`src/hw/rtl/b64d_pkg.sv`:
```
// b64d_pkg: types, constants and the character classifier for the Base64 decoder.
// Used by the front, queue, back and top-level RTL files; depends on nothing.
`timescale 1ns / 1ps

package b64d_pkg;

  // Result kinds.
  typedef enum logic [1:0] {
    KIND_BYTE  = 2'd0,
    KIND_COUNT = 2'd1,
    KIND_ERROR = 2'd2
  } kind_t;

  // Register map (word index taken from paddr[2]).
  localparam logic REG_OUT_LIMIT = 1'b0;

  localparam logic [15:0] OUT_LIMIT_RESET = 16'hFFFF;
  localparam int unsigned MAX_TEXT_LEN    = 32'd65535;
  localparam logic [15:0] POS_SAT         = 16'hFFFF;

  localparam logic [7:0] CHAR_PAD   = 8'h3D;  // '='
  localparam logic [7:0] CODE_SKIP  = 8'd254;
  localparam logic [7:0] CODE_BAD   = 8'd255;
  localparam logic [7:0] CODE_PLUS  = 8'd62;
  localparam logic [7:0] CODE_SLASH = 8'd63;

  // One queued transaction group: the bytes and optional status one character causes.
  typedef struct packed {
    logic [1:0]      nbytes;      // 0..3 decoded bytes
    logic [2:0][7:0] bytes;       // bytes[0] goes out first
    logic            has_status;  // end of text: status follows the bytes
    kind_t           status_kind;
    logic [15:0]     status_value;
  } entry_t;

  // Map a raw character onto its sextet, or onto CODE_SKIP / CODE_BAD.
  function automatic logic [7:0] sextet_of(input logic [7:0] c);
    logic [7:0] d;
    if (c <= 8'd32)                    d = CODE_SKIP;
    else if (c >= "A" && c <= "Z")     d = c - 8'd65;
    else if (c >= "a" && c <= "z")     d = c - 8'd71;
    else if (c >= "0" && c <= "9")     d = c + 8'd4;
    else if (c == "+" || c == "-")     d = CODE_PLUS;
    else if (c == "/" || c == "_")     d = CODE_SLASH;
    else                               d = CODE_BAD;
    return d;
  endfunction

endpackage

```
`src/hw/rtl/b64d_in_if.sv`:
```
// b64d_in_if: input channel, one encoded character per transaction.
// Plain valid/ready handshake; no dependencies.
`timescale 1ns / 1ps

interface b64d_in_if;
  logic       valid;
  logic       ready;
  logic [7:0] char_in;
  logic       end_of_text;

  modport source (output valid, char_in, end_of_text, input ready);
  modport sink   (input valid, char_in, end_of_text, output ready);
endinterface

```
`src/hw/rtl/b64d_out_if.sv`:
```
// b64d_out_if: result channel, one decoded byte or status per transaction.
// Plain valid/ready handshake; no dependencies.
`timescale 1ns / 1ps

interface b64d_out_if;
  logic        valid;
  logic        ready;
  logic [1:0]  kind;
  logic [15:0] value;
  logic        last_of_run;

  modport source (output valid, kind, value, last_of_run, input ready);
  modport sink   (input valid, kind, value, last_of_run, output ready);
endinterface

```
`src/hw/rtl/b64d_front.sv`:
```
// b64d_front: classifies each accepted character, updates the decode state and
// builds one queue entry per character that causes results. Depends on b64d_pkg.
`timescale 1ns / 1ps

module b64d_front (
  input  logic                clk,
  input  logic                rst,
  input  logic                accept,
  input  logic [7:0]          char_in,
  input  logic                end_of_text,
  input  logic [15:0]         out_limit,
  output logic                push,
  output b64d_pkg::entry_t    entry
);

  logic [17:0] group_bits, group_bits_next;
  logic [1:0]  digit_count, digit_count_next;
  logic [15:0] char_position, char_position_next;
  logic [15:0] bytes_out, bytes_out_next;
  logic [15:0] bad_position, bad_position_next;
  logic [15:0] pad_position, pad_position_next;
  logic        halted, halted_next;

  logic [7:0]  sextet;
  logic        halt_in;
  logic [15:0] avail;
  logic [1:0]  nb;
  logic [2:0][7:0] bytes;
  logic [23:0] word;

  assign sextet = b64d_pkg::sextet_of(char_in);
  assign avail  = out_limit - bytes_out;
  assign word   = {group_bits, sextet[5:0]};

  always_comb begin
    char_position_next = char_position;
    if ({16'd0, char_position} < b64d_pkg::MAX_TEXT_LEN && char_position != b64d_pkg::POS_SAT)
      char_position_next = char_position + 16'd1;

    halt_in           = halted || (bytes_out >= out_limit);
    group_bits_next   = group_bits;
    digit_count_next  = digit_count;
    bad_position_next = bad_position;
    pad_position_next = pad_position;
    halted_next       = halt_in;
    nb                = 2'd0;
    bytes             = '0;

    if (!halt_in) begin
      if (char_in == b64d_pkg::CHAR_PAD) begin
        pad_position_next = char_position_next;
      end else if (sextet == b64d_pkg::CODE_BAD) begin
        bad_position_next = char_position_next;
        pad_position_next = '0;
      end else if (sextet != b64d_pkg::CODE_SKIP) begin
        // a digit after a pending pad turns the pad into the error
        if (pad_position != '0) begin
          bad_position_next = pad_position;
          pad_position_next = '0;
        end
        if (digit_count == 2'd3) begin
          group_bits_next  = '0;
          digit_count_next = 2'd0;
          bytes            = {word[7:0], word[15:8], word[23:16]};
          nb               = (avail >= 16'd3) ? 2'd3 : avail[1:0];
          halted_next      = (bad_position_next != '0) || ({14'd0, nb} >= avail);
        end else begin
          group_bits_next  = {group_bits[11:0], sextet[5:0]};
          digit_count_next = digit_count + 2'd1;
        end
      end
    end

    // flush a partial group; no group completed here, so avail still holds
    if (end_of_text && !halted_next && digit_count_next != 2'd0) begin
      case (digit_count_next)
        2'd1:    bytes[0] = {group_bits_next[5:0], 2'b00};
        2'd2:    bytes[0] = group_bits_next[11:4];
        default: begin
          bytes[0] = group_bits_next[17:10];
          bytes[1] = group_bits_next[9:2];
        end
      endcase
      if (digit_count_next == 2'd3 && avail >= 16'd2) nb = 2'd2;
      else if (avail != '0)                           nb = 2'd1;
      else                                            nb = 2'd0;
    end

    bytes_out_next = bytes_out + {14'd0, nb};
  end

  always_comb begin
    push               = accept && (nb != 2'd0 || end_of_text);
    entry.nbytes       = nb;
    entry.bytes        = bytes;
    entry.has_status   = end_of_text;
    if (bad_position_next != '0) begin
      entry.status_kind  = b64d_pkg::KIND_ERROR;
      entry.status_value = bad_position_next;
    end else begin
      entry.status_kind  = b64d_pkg::KIND_COUNT;
      entry.status_value = bytes_out_next;
    end
  end

  always_ff @(posedge clk) begin
    if (rst || (accept && end_of_text)) begin
      group_bits    <= '0;
      digit_count   <= '0;
      char_position <= '0;
      bytes_out     <= '0;
      bad_position  <= '0;
      pad_position  <= '0;
      halted        <= 1'b0;
    end else if (accept) begin
      group_bits    <= group_bits_next;
      digit_count   <= digit_count_next;
      char_position <= char_position_next;
      bytes_out     <= bytes_out_next;
      bad_position  <= bad_position_next;
      pad_position  <= pad_position_next;
      halted        <= halted_next;
    end
  end

endmodule

```
`src/hw/rtl/b64d_queue.sv`:
```
// b64d_queue: small flop queue of entries between the front and back parts.
// Depends on b64d_pkg for the entry type.
`timescale 1ns / 1ps

module b64d_queue #(
  parameter int DEPTH = 4
) (
  input  logic             clk,
  input  logic             rst,
  input  logic             push,
  input  b64d_pkg::entry_t wdata,
  input  logic             pop,
  output b64d_pkg::entry_t rdata,
  output logic             full,
  output logic             empty
);

  localparam int PW = (DEPTH > 1) ? $clog2(DEPTH) : 1;
  localparam int CW = $clog2(DEPTH + 1);
  localparam logic [PW-1:0] LAST_PTR = PW'(DEPTH - 1);
  localparam logic [CW-1:0] FULL_CNT = CW'(DEPTH);

  b64d_pkg::entry_t store [DEPTH];
  logic [PW-1:0] wr_ptr, rd_ptr;
  logic [CW-1:0] count;

  assign full  = (count == FULL_CNT);
  assign empty = (count == '0);
  assign rdata = store[rd_ptr];

  always_ff @(posedge clk) begin
    if (push) store[wr_ptr] <= wdata;
  end

  always_ff @(posedge clk) begin
    if (rst) begin
      wr_ptr <= '0;
      rd_ptr <= '0;
      count  <= '0;
    end else begin
      if (push) wr_ptr <= (wr_ptr == LAST_PTR) ? '0 : wr_ptr + PW'(1);
      if (pop)  rd_ptr <= (rd_ptr == LAST_PTR) ? '0 : rd_ptr + PW'(1);
      if (push && !pop)      count <= count + CW'(1);
      else if (pop && !push) count <= count - CW'(1);
    end
  end

  a_no_overflow: assert property (@(posedge clk) disable iff (rst) push |-> !full)
    else $error("queue push while full");
  a_no_underflow: assert property (@(posedge clk) disable iff (rst) pop |-> !empty)
    else $error("queue pop while empty");
  a_count_up: assert property (@(posedge clk) disable iff (rst)
      (push && !pop) |=> (count == $past(count) + CW'(1)))
    else $error("queue count did not advance on push");

endmodule

```
`src/hw/rtl/b64d_back.sv`:
```
// b64d_back: unpacks queue entries into single result transactions through an
// output register. Depends on b64d_pkg.
`timescale 1ns / 1ps

module b64d_back (
  input  logic             clk,
  input  logic             rst,
  input  b64d_pkg::entry_t head,
  input  logic             empty,
  output logic             pop,
  output logic             out_valid,
  input  logic             out_ready,
  output logic [1:0]       out_kind,
  output logic [15:0]      out_value,
  output logic             out_last
);

  logic [1:0]  idx;
  logic        load;
  logic        cur_last;
  logic [1:0]  cur_kind;
  logic [15:0] cur_value;
  logic [7:0]  cur_byte;

  always_comb begin
    case (idx)
      2'd0:    cur_byte = head.bytes[0];
      2'd1:    cur_byte = head.bytes[1];
      default: cur_byte = head.bytes[2];
    endcase
    if (idx < head.nbytes) begin
      cur_kind  = b64d_pkg::KIND_BYTE;
      cur_value = {8'd0, cur_byte};
      cur_last  = !head.has_status && (idx == head.nbytes - 2'd1);
    end else begin
      cur_kind  = head.status_kind;
      cur_value = head.status_value;
      cur_last  = 1'b1;
    end
  end

  assign load = !empty && (!out_valid || out_ready);
  assign pop  = load && cur_last;

  always_ff @(posedge clk) begin
    if (rst) begin
      out_valid <= 1'b0;
      idx       <= '0;
    end else if (load) begin
      out_valid <= 1'b1;
      idx       <= cur_last ? 2'd0 : idx + 2'd1;
    end else if (out_ready) begin
      out_valid <= 1'b0;
    end
  end

  always_ff @(posedge clk) begin
    if (load) begin
      out_kind  <= cur_kind;
      out_value <= cur_value;
      out_last  <= cur_last;
    end
  end

endmodule

```
`src/hw/rtl/base64_lenient_decoder_unit.sv`:
```
// base64_lenient_decoder_unit: top level of the lenient Base64 decoder.
// Depends on b64d_pkg, b64d_in_if, b64d_out_if, b64d_front, b64d_queue, b64d_back.
`timescale 1ns / 1ps

// Decodes a Base64 text fed one character per transaction, accepting the
// standard and URL-safe alphabets together and skipping control characters
// and space. A text streams in at one character per clock; as a character
// is taken, the front part updates the decode state and queues the bytes
// and status the character causes. The back part sends one result per cycle
// through an output register while the sink is ready; a character that
// completes a group yields three byte results and the end of text one more.
// Input stalls only when the QUEUE_DEPTH-entry queue fills, which at the
// Base64 ratio of three bytes per four characters does not happen while the
// sink takes every cycle. The last result of each character carries
// last_of_run. The end-of-text character always closes the text with either
// the byte count or the 1-based position of the error, then the decoder is
// ready for the next text. out_limit (APB address 0) caps the bytes per text
// and must be written only while the block is idle.

module base64_lenient_decoder_unit #(
  parameter int QUEUE_DEPTH = 4
) (
  input  logic        clk,
  input  logic        rst,
  b64d_in_if.sink     din,
  b64d_out_if.source  dout,
  input  logic        psel,
  input  logic        penable,
  input  logic        pwrite,
  input  logic [2:0]  paddr,
  input  logic [31:0] pwdata,
  output logic [31:0] prdata,
  output logic        pready
);

  logic [15:0]      out_limit;
  logic             cfg_write;
  logic             accept;
  logic             push, pop, full, empty;
  b64d_pkg::entry_t push_entry, head_entry;

  // APB register: write on the access phase, read back the same word.
  assign pready    = 1'b1;
  assign cfg_write = psel && penable && pwrite && pready;
  assign prdata    = (paddr[2] == b64d_pkg::REG_OUT_LIMIT) ? {16'd0, out_limit} : '0;

  always_ff @(posedge clk) begin
    if (rst) begin
      out_limit <= b64d_pkg::OUT_LIMIT_RESET;
    end else if (cfg_write && paddr[2] == b64d_pkg::REG_OUT_LIMIT) begin
      out_limit <= pwdata[15:0];
    end
  end

  // Take a character whenever the queue has room for what it may cause.
  assign din.ready = !full;
  assign accept    = din.valid && din.ready;

  b64d_front u_front (
    .clk         (clk),
    .rst         (rst),
    .accept      (accept),
    .char_in     (din.char_in),
    .end_of_text (din.end_of_text),
    .out_limit   (out_limit),
    .push        (push),
    .entry       (push_entry)
  );

  b64d_queue #(
    .DEPTH (QUEUE_DEPTH)
  ) u_queue (
    .clk   (clk),
    .rst   (rst),
    .push  (push),
    .wdata (push_entry),
    .pop   (pop),
    .rdata (head_entry),
    .full  (full),
    .empty (empty)
  );

  b64d_back u_back (
    .clk       (clk),
    .rst       (rst),
    .head      (head_entry),
    .empty     (empty),
    .pop       (pop),
    .out_valid (dout.valid),
    .out_ready (dout.ready),
    .out_kind  (dout.kind),
    .out_value (dout.value),
    .out_last  (dout.last_of_run)
  );

endmodule

```
`src/flat_wrapper.sv`:
```
// flat-port wrapper written by rule: the top's interface ports become plain ports
module base64_lenient_decoder_unit_flat 
#(
  parameter int QUEUE_DEPTH = 4
)
  (clk, rst, psel, penable, pwrite, paddr, pwdata, prdata, pready, din_valid, din_char_in, din_end_of_text, din_ready, dout_valid, dout_kind, dout_value, dout_last_of_run, dout_ready);
  b64d_in_if din_i ();
  b64d_out_if dout_i ();
  input  logic clk;
  input  logic rst;
  input  logic psel;
  input  logic penable;
  input  logic pwrite;
  input  logic [2:0] paddr;
  input  logic [31:0] pwdata;
  output logic [31:0] prdata;
  output logic pready;
  input wire logic [$bits(din_i.valid)-1:0] din_valid;
  input wire logic [$bits(din_i.char_in)-1:0] din_char_in;
  input wire logic [$bits(din_i.end_of_text)-1:0] din_end_of_text;
  output wire logic [$bits(din_i.ready)-1:0] din_ready;
  output wire logic [$bits(dout_i.valid)-1:0] dout_valid;
  output wire logic [$bits(dout_i.kind)-1:0] dout_kind;
  output wire logic [$bits(dout_i.value)-1:0] dout_value;
  output wire logic [$bits(dout_i.last_of_run)-1:0] dout_last_of_run;
  input wire logic [$bits(dout_i.ready)-1:0] dout_ready;
  assign din_i.valid = din_valid;
  assign din_i.char_in = din_char_in;
  assign din_i.end_of_text = din_end_of_text;
  assign din_ready = din_i.ready;
  assign dout_valid = dout_i.valid;
  assign dout_kind = dout_i.kind;
  assign dout_value = dout_i.value;
  assign dout_last_of_run = dout_i.last_of_run;
  assign dout_i.ready = dout_ready;
  base64_lenient_decoder_unit #(.QUEUE_DEPTH(QUEUE_DEPTH)) u_core (.clk(clk), .rst(rst), .din(din_i), .dout(dout_i), .psel(psel), .penable(penable), .pwrite(pwrite), .paddr(paddr), .pwdata(pwdata), .prdata(prdata), .pready(pready));
endmodule
```
`config.mk`:
```
export PLATFORM = sky130hd
export DESIGN_NAME = base64_lenient_decoder_unit_flat
export DESIGN_NICKNAME = d
export VERILOG_FILES = /design/src/hw/rtl/b64d_pkg.sv /design/src/hw/rtl/b64d_in_if.sv /design/src/hw/rtl/b64d_out_if.sv /design/src/hw/rtl/b64d_front.sv /design/src/hw/rtl/b64d_queue.sv /design/src/hw/rtl/b64d_back.sv /design/src/hw/rtl/base64_lenient_decoder_unit.sv /design/src/flat_wrapper.sv
export SDC_FILE = /design/constraint.sdc
export NUM_CORES = 1
export LEC_CHECK = 0
export ABC_AREA = 1
export BUFFER_PORTS_ARGS = -buffer_cell sky130_fd_sc_hd__buf_4
export CAP_MARGIN = 20
export CORE_ASPECT_RATIO = 1.2
export CORE_MARGIN = 1
export CORE_UTILIZATION = 56
export DETAILED_ROUTE_END_ITERATION = 10
export GPL_TIMING_DRIVEN = 0
export PLACE_DENSITY_LB_ADDON = 0.3
export SETUP_SLACK_MARGIN = 0.15
export SLEW_MARGIN = 30
export SYNTH_ARGS = -nofsm -noshare
export SYNTH_HDL_FRONTEND = slang
export SYNTH_HIERARCHICAL = 1
export SYNTH_SLANG_ARGS = --single-unit
```
`constraint.sdc`:
```
create_clock -name clk -period 5.45 [get_ports clk]
set_input_delay 0.545 -clock clk [delete_from_list [all_inputs] [get_ports clk]]
set_output_delay 0.545 -clock clk [all_outputs]
set_load 0.02 [all_outputs]
```
==> impl_metrics.env, run 1 <==
export IMPL_grt_busiest_layer="met2"
export IMPL_clockBufferDepth=3
export IMPL_cts_made_buffers=30
export IMPL_ff_latch_area_mm2=0.00824
export IMPL_multi_input_area_mm2=0.00720
export IMPL_firstDrtPassIters=6
export IMPL_vias=14169
export IMPL_grtUsageMet1_pct=34.6
export IMPL_hold_viol=0
export IMPL_timing_rr_end="u_core/u_queue/store[1][13]$_DFFE_PP_"
export IMPL_gp_congestion=0.932
export IMPL_clk_transition_reported_paths_ns=0.06
export IMPL_reg2reg_from="u_core/u_front/bytes_out[9]$_SDFFE_PP0P_"
export IMPL_drtIter0Drc=1165
export IMPL_netlist_instances=1993
export IMPL_worstMarginPinSlew_ns=0.876
export IMPL_synthAdderAreaFrac_pct=3.52
export IMPL_setup_viol=0
export IMPL_drc=0
export IMPL_fin_crit_sh_pct=93.0
export IMPL_yosysTopAreaCellShare_pct=35.9
export IMPL_fmax_mhz=197
export IMPL_track_usage_pct=29.4
export IMPL_p_leak_nw=8.36
export IMPL_start_util_pct=57.3
export IMPL_critPathLaunch="u_core/u_front/bytes_out[9]$_SDFFE_PP0P_"
export IMPL_ir_worst_vdd_mv=0.237
export IMPL_cp_start_kind="register"
export IMPL_grt_max_degree=46
export IMPL_ys_seq_elements=312
export IMPL_worstPathMaxFanout=10
export IMPL_antenna_found_initial=0
export IMPL_drv_cap=0
export IMPL_cp_endpoint="u_core/u_queue/store[1][13]$_DFFE_PP_"
export IMPL_outcome="completed"
export IMPL_ant_nets=0
export IMPL_grt_use_met3_pct=2.74
export IMPL_io_buffers=66
export IMPL_dpl_hpwl_um=33600
export IMPL_htreeDepth=1
export IMPL_synth_compound_area_share_pct=13.6
export IMPL_synthFlopType="edfxtp_1"
export IMPL_ys_seq_area_share_pct=49.6
export IMPL_worst_setup_path_end_kind="register"
export IMPL_grtUsageMet2_pct=53.3
export IMPL_cts_hold_buf=0
export IMPL_fp_dieH_um=191
export IMPL_gr_total_overflow=0
export IMPL_postLayoutSetupSlackWorst_ns=0.381
export IMPL_syn_area_mm2=0.0166
export IMPL_p_per_area_mw_per_mm2=417
export IMPL_fill_cells=2428
export IMPL_synth_area_leaders="edfxtp_1 36%, dfxtp_1 14%, nand2_1 8.1%"
export IMPL_crit_type="register to register"
export IMPL_grt_pass1_vias=13293
export IMPL_drive_gt1_share_pct=15.5
export IMPL_synth_commonest_cells="360 x nand2_1, 249 x nor2_1, 230 x inv_1, 199 x edfxtp_1, 137 x nand3_1"
export IMPL_synthArstFlopShare_pct=0
export IMPL_row_count=68
export IMPL_dp_slack_ns=-1.18
export IMPL_io_pins=105
export IMPL_synthMostInstantiatedCell="nand2_1"
export IMPL_finalCriticalPeriod_ns=5.07
export IMPL_required_ns=5.83
export IMPL_finClkSkew_ns=0.0280
export IMPL_drv_slew=0
export IMPL_synth_distinct_cells=50
export IMPL_root_buffer="clkbuf_16"
export IMPL_fin_tns_setup_ns=0
export IMPL_clk_latency_ns=0.56
export IMPL_antenna_cells=0
export IMPL_cts_sinks=312
export IMPL_synth_simple_area_share_pct=22.2
export IMPL_routedWlPerCell_um=18.0
export IMPL_dieArea_mm2=0.0304
export IMPL_drt_total_wl_um=45700
export IMPL_synthXorXnorAreaFrac_pct=1.69
export IMPL_synth_warnings=6
export IMPL_yosysTopAreaCell="edfxtp_1"
export IMPL_hold_path_class="primary input to register"
export IMPL_cpMostUsedCell="nand3_2"
export IMPL_relSlewSlack_pct=41.2
export IMPL_final_net_count=2220
export IMPL_detail_route_vias_per_cell=5.59
export IMPL_synthMuxAreaShare_pct=0
export IMPL_syn_avg_cell_area_um2=8.34
export IMPL_core_area_mm2=0.0290
export IMPL_max_stage_delay_ns=0.31
export IMPL_arrival_ns=5.45
export IMPL_die_width_um=159
export IMPL_synth_top_family_by_area="simple AND/OR/NAND/NOR gates"
export IMPL_grt_pass1_wl_um=69800
export IMPL_grt_setup_unrepaired="no"
export IMPL_slowest_stage="dfxtp_1"
export IMPL_reg2reg_setup_slack_ns=0.38
export IMPL_synth_edff_count=199
export IMPL_cts_tree="built"
export IMPL_syn_to_final_growth_pct=15.5
export IMPL_holdWs_ns=0.244
export IMPL_r2r_cells=29
==> cell type report <==
cell class,count,area share [%]
flip-flops and latches,312,42.9
well taps,385,2.51
inverters,245,4.89
repair buffers,84,3.41
multi-input cells,1347,37.5
clock buffers,40,4.53
plain buffers,104,3.40
clock inverters,16,0.841
==> layer usage <==
metal  wire length, um  share of wire (%)
met5                 0                  0
met2             22700                 50
met4              2540                5.6
met3              2310                5.1
met1             18200                 40
==> placed cells by master (no fill, tap or decap), types with 29 or more instances in the layout <==
cell type  netlist  layout
nand2_1        360     351
nand4_1         31      31
nand3_1        137     130
ha_1            42      29
o22ai_1         62      62
o21ai_1         87      89
nor2_1         249     245
clkbuf_1        28      30
edfxtp_1       199     199
inv_1          230     221
o21ai_0        113     110
a21oi_1         98      97
buf_2           33      30
clkbuf_16        0      31
buf_4           32     114
dfxtp_1        113     109
==> critical path: cells and delay by family, from the launching register on <==
family,cells,cell delay [ns]
compound gates,4,0.66
xor+xnor,1,0.28
fa+ha+maj,3,0.78
buf+inv,4,0.66
flops,1,0.31
simple gates,17,2.21
==> metrics by stage <==
stage | cell area [um2] | util, % | power [W] | instances
after floorplan | 16700 | - | 0.00493 | 2008
after global placement | 17700 | 60.9 | 0.00572 | 2459
after detailed placement | 17700 | 61.1 | 0.00579 | 2461
after CTS | 18900 | 65.1 | 0.00792 | 2523
after global routing | 19200 | 66.2 | 0.00841 | 2533
final | 19200 | 66.2 | 0.00800 | 2533
==> worst min-delay path by stage <==
stage / from / endpoint / slack (ns) / depth (start not counted)
floorplan: u_core/u_front/bad_position[8]$_SDFFE_PP0P_ / u_core/u_front/bad_position[8]$_SDFFE_PP0P_ / 0.45 / 2
global placement: u_core/u_front/bad_position[8]$_SDFFE_PP0P_ / u_core/u_front/bad_position[8]$_SDFFE_PP0P_ / 0.46 / 2
detailed placement: u_core/u_front/bad_position[8]$_SDFFE_PP0P_ / u_core/u_front/bad_position[8]$_SDFFE_PP0P_ / 0.47 / 2
CTS: pwdata[2] / u_core/out_limit[2]$_SDFFE_PP1P_ / 0.23 / 3
global route: pwdata[2] / u_core/out_limit[2]$_SDFFE_PP1P_ / 0.24 / 3
finish: pwdata[2] / u_core/out_limit[2]$_SDFFE_PP1P_ / 0.24 / 3
==> power by group <==
part | switching (W) | total [W] | internal [W]
clock | 0.000885 | 0.00211 | 0.00122
sequential | 0.000138 | 0.00310 | 0.00296
combinational | 0.00189 | 0.00280 | 0.000911
total | 0.00292 | 0.00800 | 0.00509
==> registers in the layout, summed over array words and instances (netlist names), 2 cells and up, named ones only <==
signal                        count
u_core/out_limit                 16
u_core/u_back/idx                 2
u_core/u_back/out_kind            2
u_core/u_back/out_value          16
u_core/u_front/bad_position      16
u_core/u_front/bytes_out         16
u_core/u_front/char_position     16
u_core/u_front/digit_count        2
u_core/u_front/group_bits        18
u_core/u_front/pad_position      16
u_core/u_queue/count              3
u_core/u_queue/rd_ptr             2
u_core/u_queue/store            180
u_core/u_queue/wr_ptr             2
==> logic make-up (layout without fill, tap and decap cells) <==
| group | count (synthesis) | in the layout |
|---|---|---|
| flip-flops | 312 | 312 |
| adder cells (fa/ha/maj) | 45 | 45 |
| buffers and inverters | 349 | 489 |
| AND/OR/NAND/NOR | 848 | 848 |
| XOR/XNOR | 32 | 32 |
| other | 2 | 17 |
| AO/OA/AOI/OAI | 405 | 405 |
==> timing repair <==
action                                  CTS  global route
pin swaps                                 7            13
resized for setup                        28            53
endpoints found under the setup margin  156            41
endpoints found under the hold margin     0             0
buffers inserted                          6            10
Power figures use the tool's default switching activity.
==> run 2, diff against run 1 <==
--- a/config.mk
+++ b/config.mk
@@ -10,7 +10,8 @@
 export CAP_MARGIN = 20
 export CORE_ASPECT_RATIO = 1.2
 export CORE_MARGIN = 1
-export CORE_UTILIZATION = 56
+export CORE_UTILIZATION = 57
+export CTS_BUF_LIST = sky130_fd_sc_hd__clkbuf_8
 export DETAILED_ROUTE_END_ITERATION = 10
 export GPL_TIMING_DRIVEN = 0
 export PLACE_DENSITY_LB_ADDON = 0.3
==> impl_metrics.env, run 2 (synthesis gave the netlist of run 1 again) <==
export IMPL_outcome="completed"
export IMPL_dp_slack_ns=-1.18
export IMPL_dieArea_mm2=0.0299
export IMPL_grt_max_degree=46
export IMPL_track_usage_pct=31.5
export IMPL_top_register="u_core/u_queue/store"
export IMPL_dpl_hpwl_um=33800
export IMPL_final_net_count=2238
export IMPL_fin_crit_sh_pct=92.8
export IMPL_fp_dieH_um=189
export IMPL_drive_gt1_share_pct=16.0
export IMPL_relSlewSlack_pct=40.3
export IMPL_gp_congestion=0.966
export IMPL_drv_cap=0
export IMPL_holdWs_ns=0.208
export IMPL_grt_setup_unrepaired="no"
export IMPL_ant_nets=0
export IMPL_routedWlPerCell_um=18.2
export IMPL_finalCriticalPeriod_ns=5.06
export IMPL_hold_path_class="primary input to register"
export IMPL_worstMarginPinSlew_ns=0.890
export IMPL_fmax_mhz=198
export IMPL_core_area_mm2=0.0288
export IMPL_max_stage_delay_ns=0.37
export IMPL_p_per_area_mw_per_mm2=412
export IMPL_syn_to_final_growth_pct=14.8
export IMPL_cpMostUsedCell="nand2_1"
export IMPL_postLayoutSetupSlackWorst_ns=0.394
export IMPL_start_util_pct=57.8
export IMPL_largest_reg_flops=180
export IMPL_worst_setup_path_end_kind="register"
export IMPL_vias=14559
export IMPL_drtIter0Drc=1135
export IMPL_multi_input_area_mm2=0.00714
export IMPL_antenna_cells=0
export IMPL_arrival_ns=5.38
export IMPL_ff_latch_area_mm2=0.00824
export IMPL_final_cell_mix="354 x nand2_1, 245 x nor2_1, 228 x inv_1"
export IMPL_finClkSkew_ns=0.0306
export IMPL_cp_start_kind="register"
export IMPL_hold_viol=0
export IMPL_io_buffers=66
export IMPL_die_width_um=158
export IMPL_cts_sinks=312
export IMPL_mostFrequentLayoutCell="nand2_1"
export IMPL_crit_type="register to register"
export IMPL_drt_total_wl_um=46700
export IMPL_grt_pass1_vias=13682
export IMPL_io_pins=105
export IMPL_final_util_pct=66.4
export IMPL_clockBufferDepth=3
export IMPL_htreeDepth=2
export IMPL_clk_latency_ns=0.60
export IMPL_ir_worst_vdd_mv=0.266
export IMPL_clk_transition_reported_paths_ns=0.06
export IMPL_cts_made_buffers=48
export IMPL_grt_pass1_wl_um=71700
export IMPL_setup_viol=0
export IMPL_worstPathMaxFanout=10
export IMPL_gr_total_overflow=0
export IMPL_cts_hold_buf=0
export IMPL_cts_tree="built"
export IMPL_fill_cells=2424
export IMPL_detail_route_vias_per_cell=5.67
export IMPL_drc=0
export IMPL_required_ns=5.78
export IMPL_drv_slew=0
export IMPL_row_count=68
export IMPL_largestRegisters="u_core/u_queue/store x180, u_core/u_front/group_bits x18"
export IMPL_root_buffer="clkbuf_8"
export IMPL_antenna_found_initial=0
export IMPL_firstDrtPassIters=8
export IMPL_p_leak_nw=8.40
export IMPL_slowest_stage="ha_2"
export IMPL_total_power_w=0.00787
-- run 2: routing by layer --
metal  routed length (um)  global-route usage [%]
met5                    0                       0
met4                 2610                    18.4
met3                 2840                    4.67
met2                23100                    54.2
met1                18100                    37.0
-- run 2: area by class of cell --
| class | instances | share of cell area (%) |
|---|---|---|
| timing repair buffer | 84 | 3.51 |
| inverter | 245 | 4.90 |
| clock buffer | 50 | 3.60 |
| sequential | 312 | 43.2 |
| buffer | 104 | 3.41 |
| clock inverter | 40 | 1.46 |
| multi-input combinational | 1347 | 37.4 |
| tap | 385 | 2.52 |
-- run 2: final timing paths --
path | startpoint | depth (start not counted) | slack (ns) | end
setup / recovery | u_core/u_front/bytes_out[10]$_SDFFE_PP0P_ | 32 | 0.39 | u_core/u_queue/store[3][15]$_DFFE_PP_
hold / removal | pwdata[1] | 3 | 0.21 | u_core/out_limit[1]$_SDFFE_PP1P_
setup reg to reg | u_core/u_front/bytes_out[10]$_SDFFE_PP0P_ | 32 | 0.39 | u_core/u_queue/store[3][15]$_DFFE_PP_
hold reg to reg | u_core/out_limit[0]$_SDFFE_PP1P_ | 2 | 0.47 | u_core/out_limit[0]$_SDFFE_PP1P_
-- run 2: through the flow --
| stage | setup TNS, ns | instances | instance area, um2 |
|---|---|---|---|
| 2_1_floorplan | 0 | 2008 | 16700 |
| 3_3_place_gp | -228.85 | 2459 | 17700 |
| 3_5_place_dp | -69.88 | 2461 | 17700 |
| 4_1_cts | 0 | 2561 | 18900 |
| 5_1_grt | 0 | 2567 | 19100 |
| 6_report | 0 | 2567 | 19100 |
-- run 2: power by group --
group / total (W) / internal [W] / leakage (nW) / switching, W
logic: 0.00282 / 0.000910 / 5.00 / 0.00191
registers: 0.00310 / 0.00296 / 2.87 / 0.000139
clock network: 0.00195 / 0.00101 / 0.528 / 0.000937
total: 0.00787 / 0.00488 / 8.40 / 0.00299
-- run 2: repair_timing --
item                                    CTS  global route
pin swaps                                 9            13
cloned                                    0             0
endpoints found under the setup margin  118            46
gates resized for setup                  30            39
buffers inserted                         10             6
-- run 2: worst max-delay path: cells and delay by family, from the launching register on --
kind	cells	cell delay, ns
XOR/XNOR	1	0.18
adder cells (fa/ha/maj)	3	0.87
AND/OR/NAND/NOR	22	2.64
buffers and inverters	4	0.58
AO/OA/AOI/OAI	2	0.19
flip-flops	1	0.31
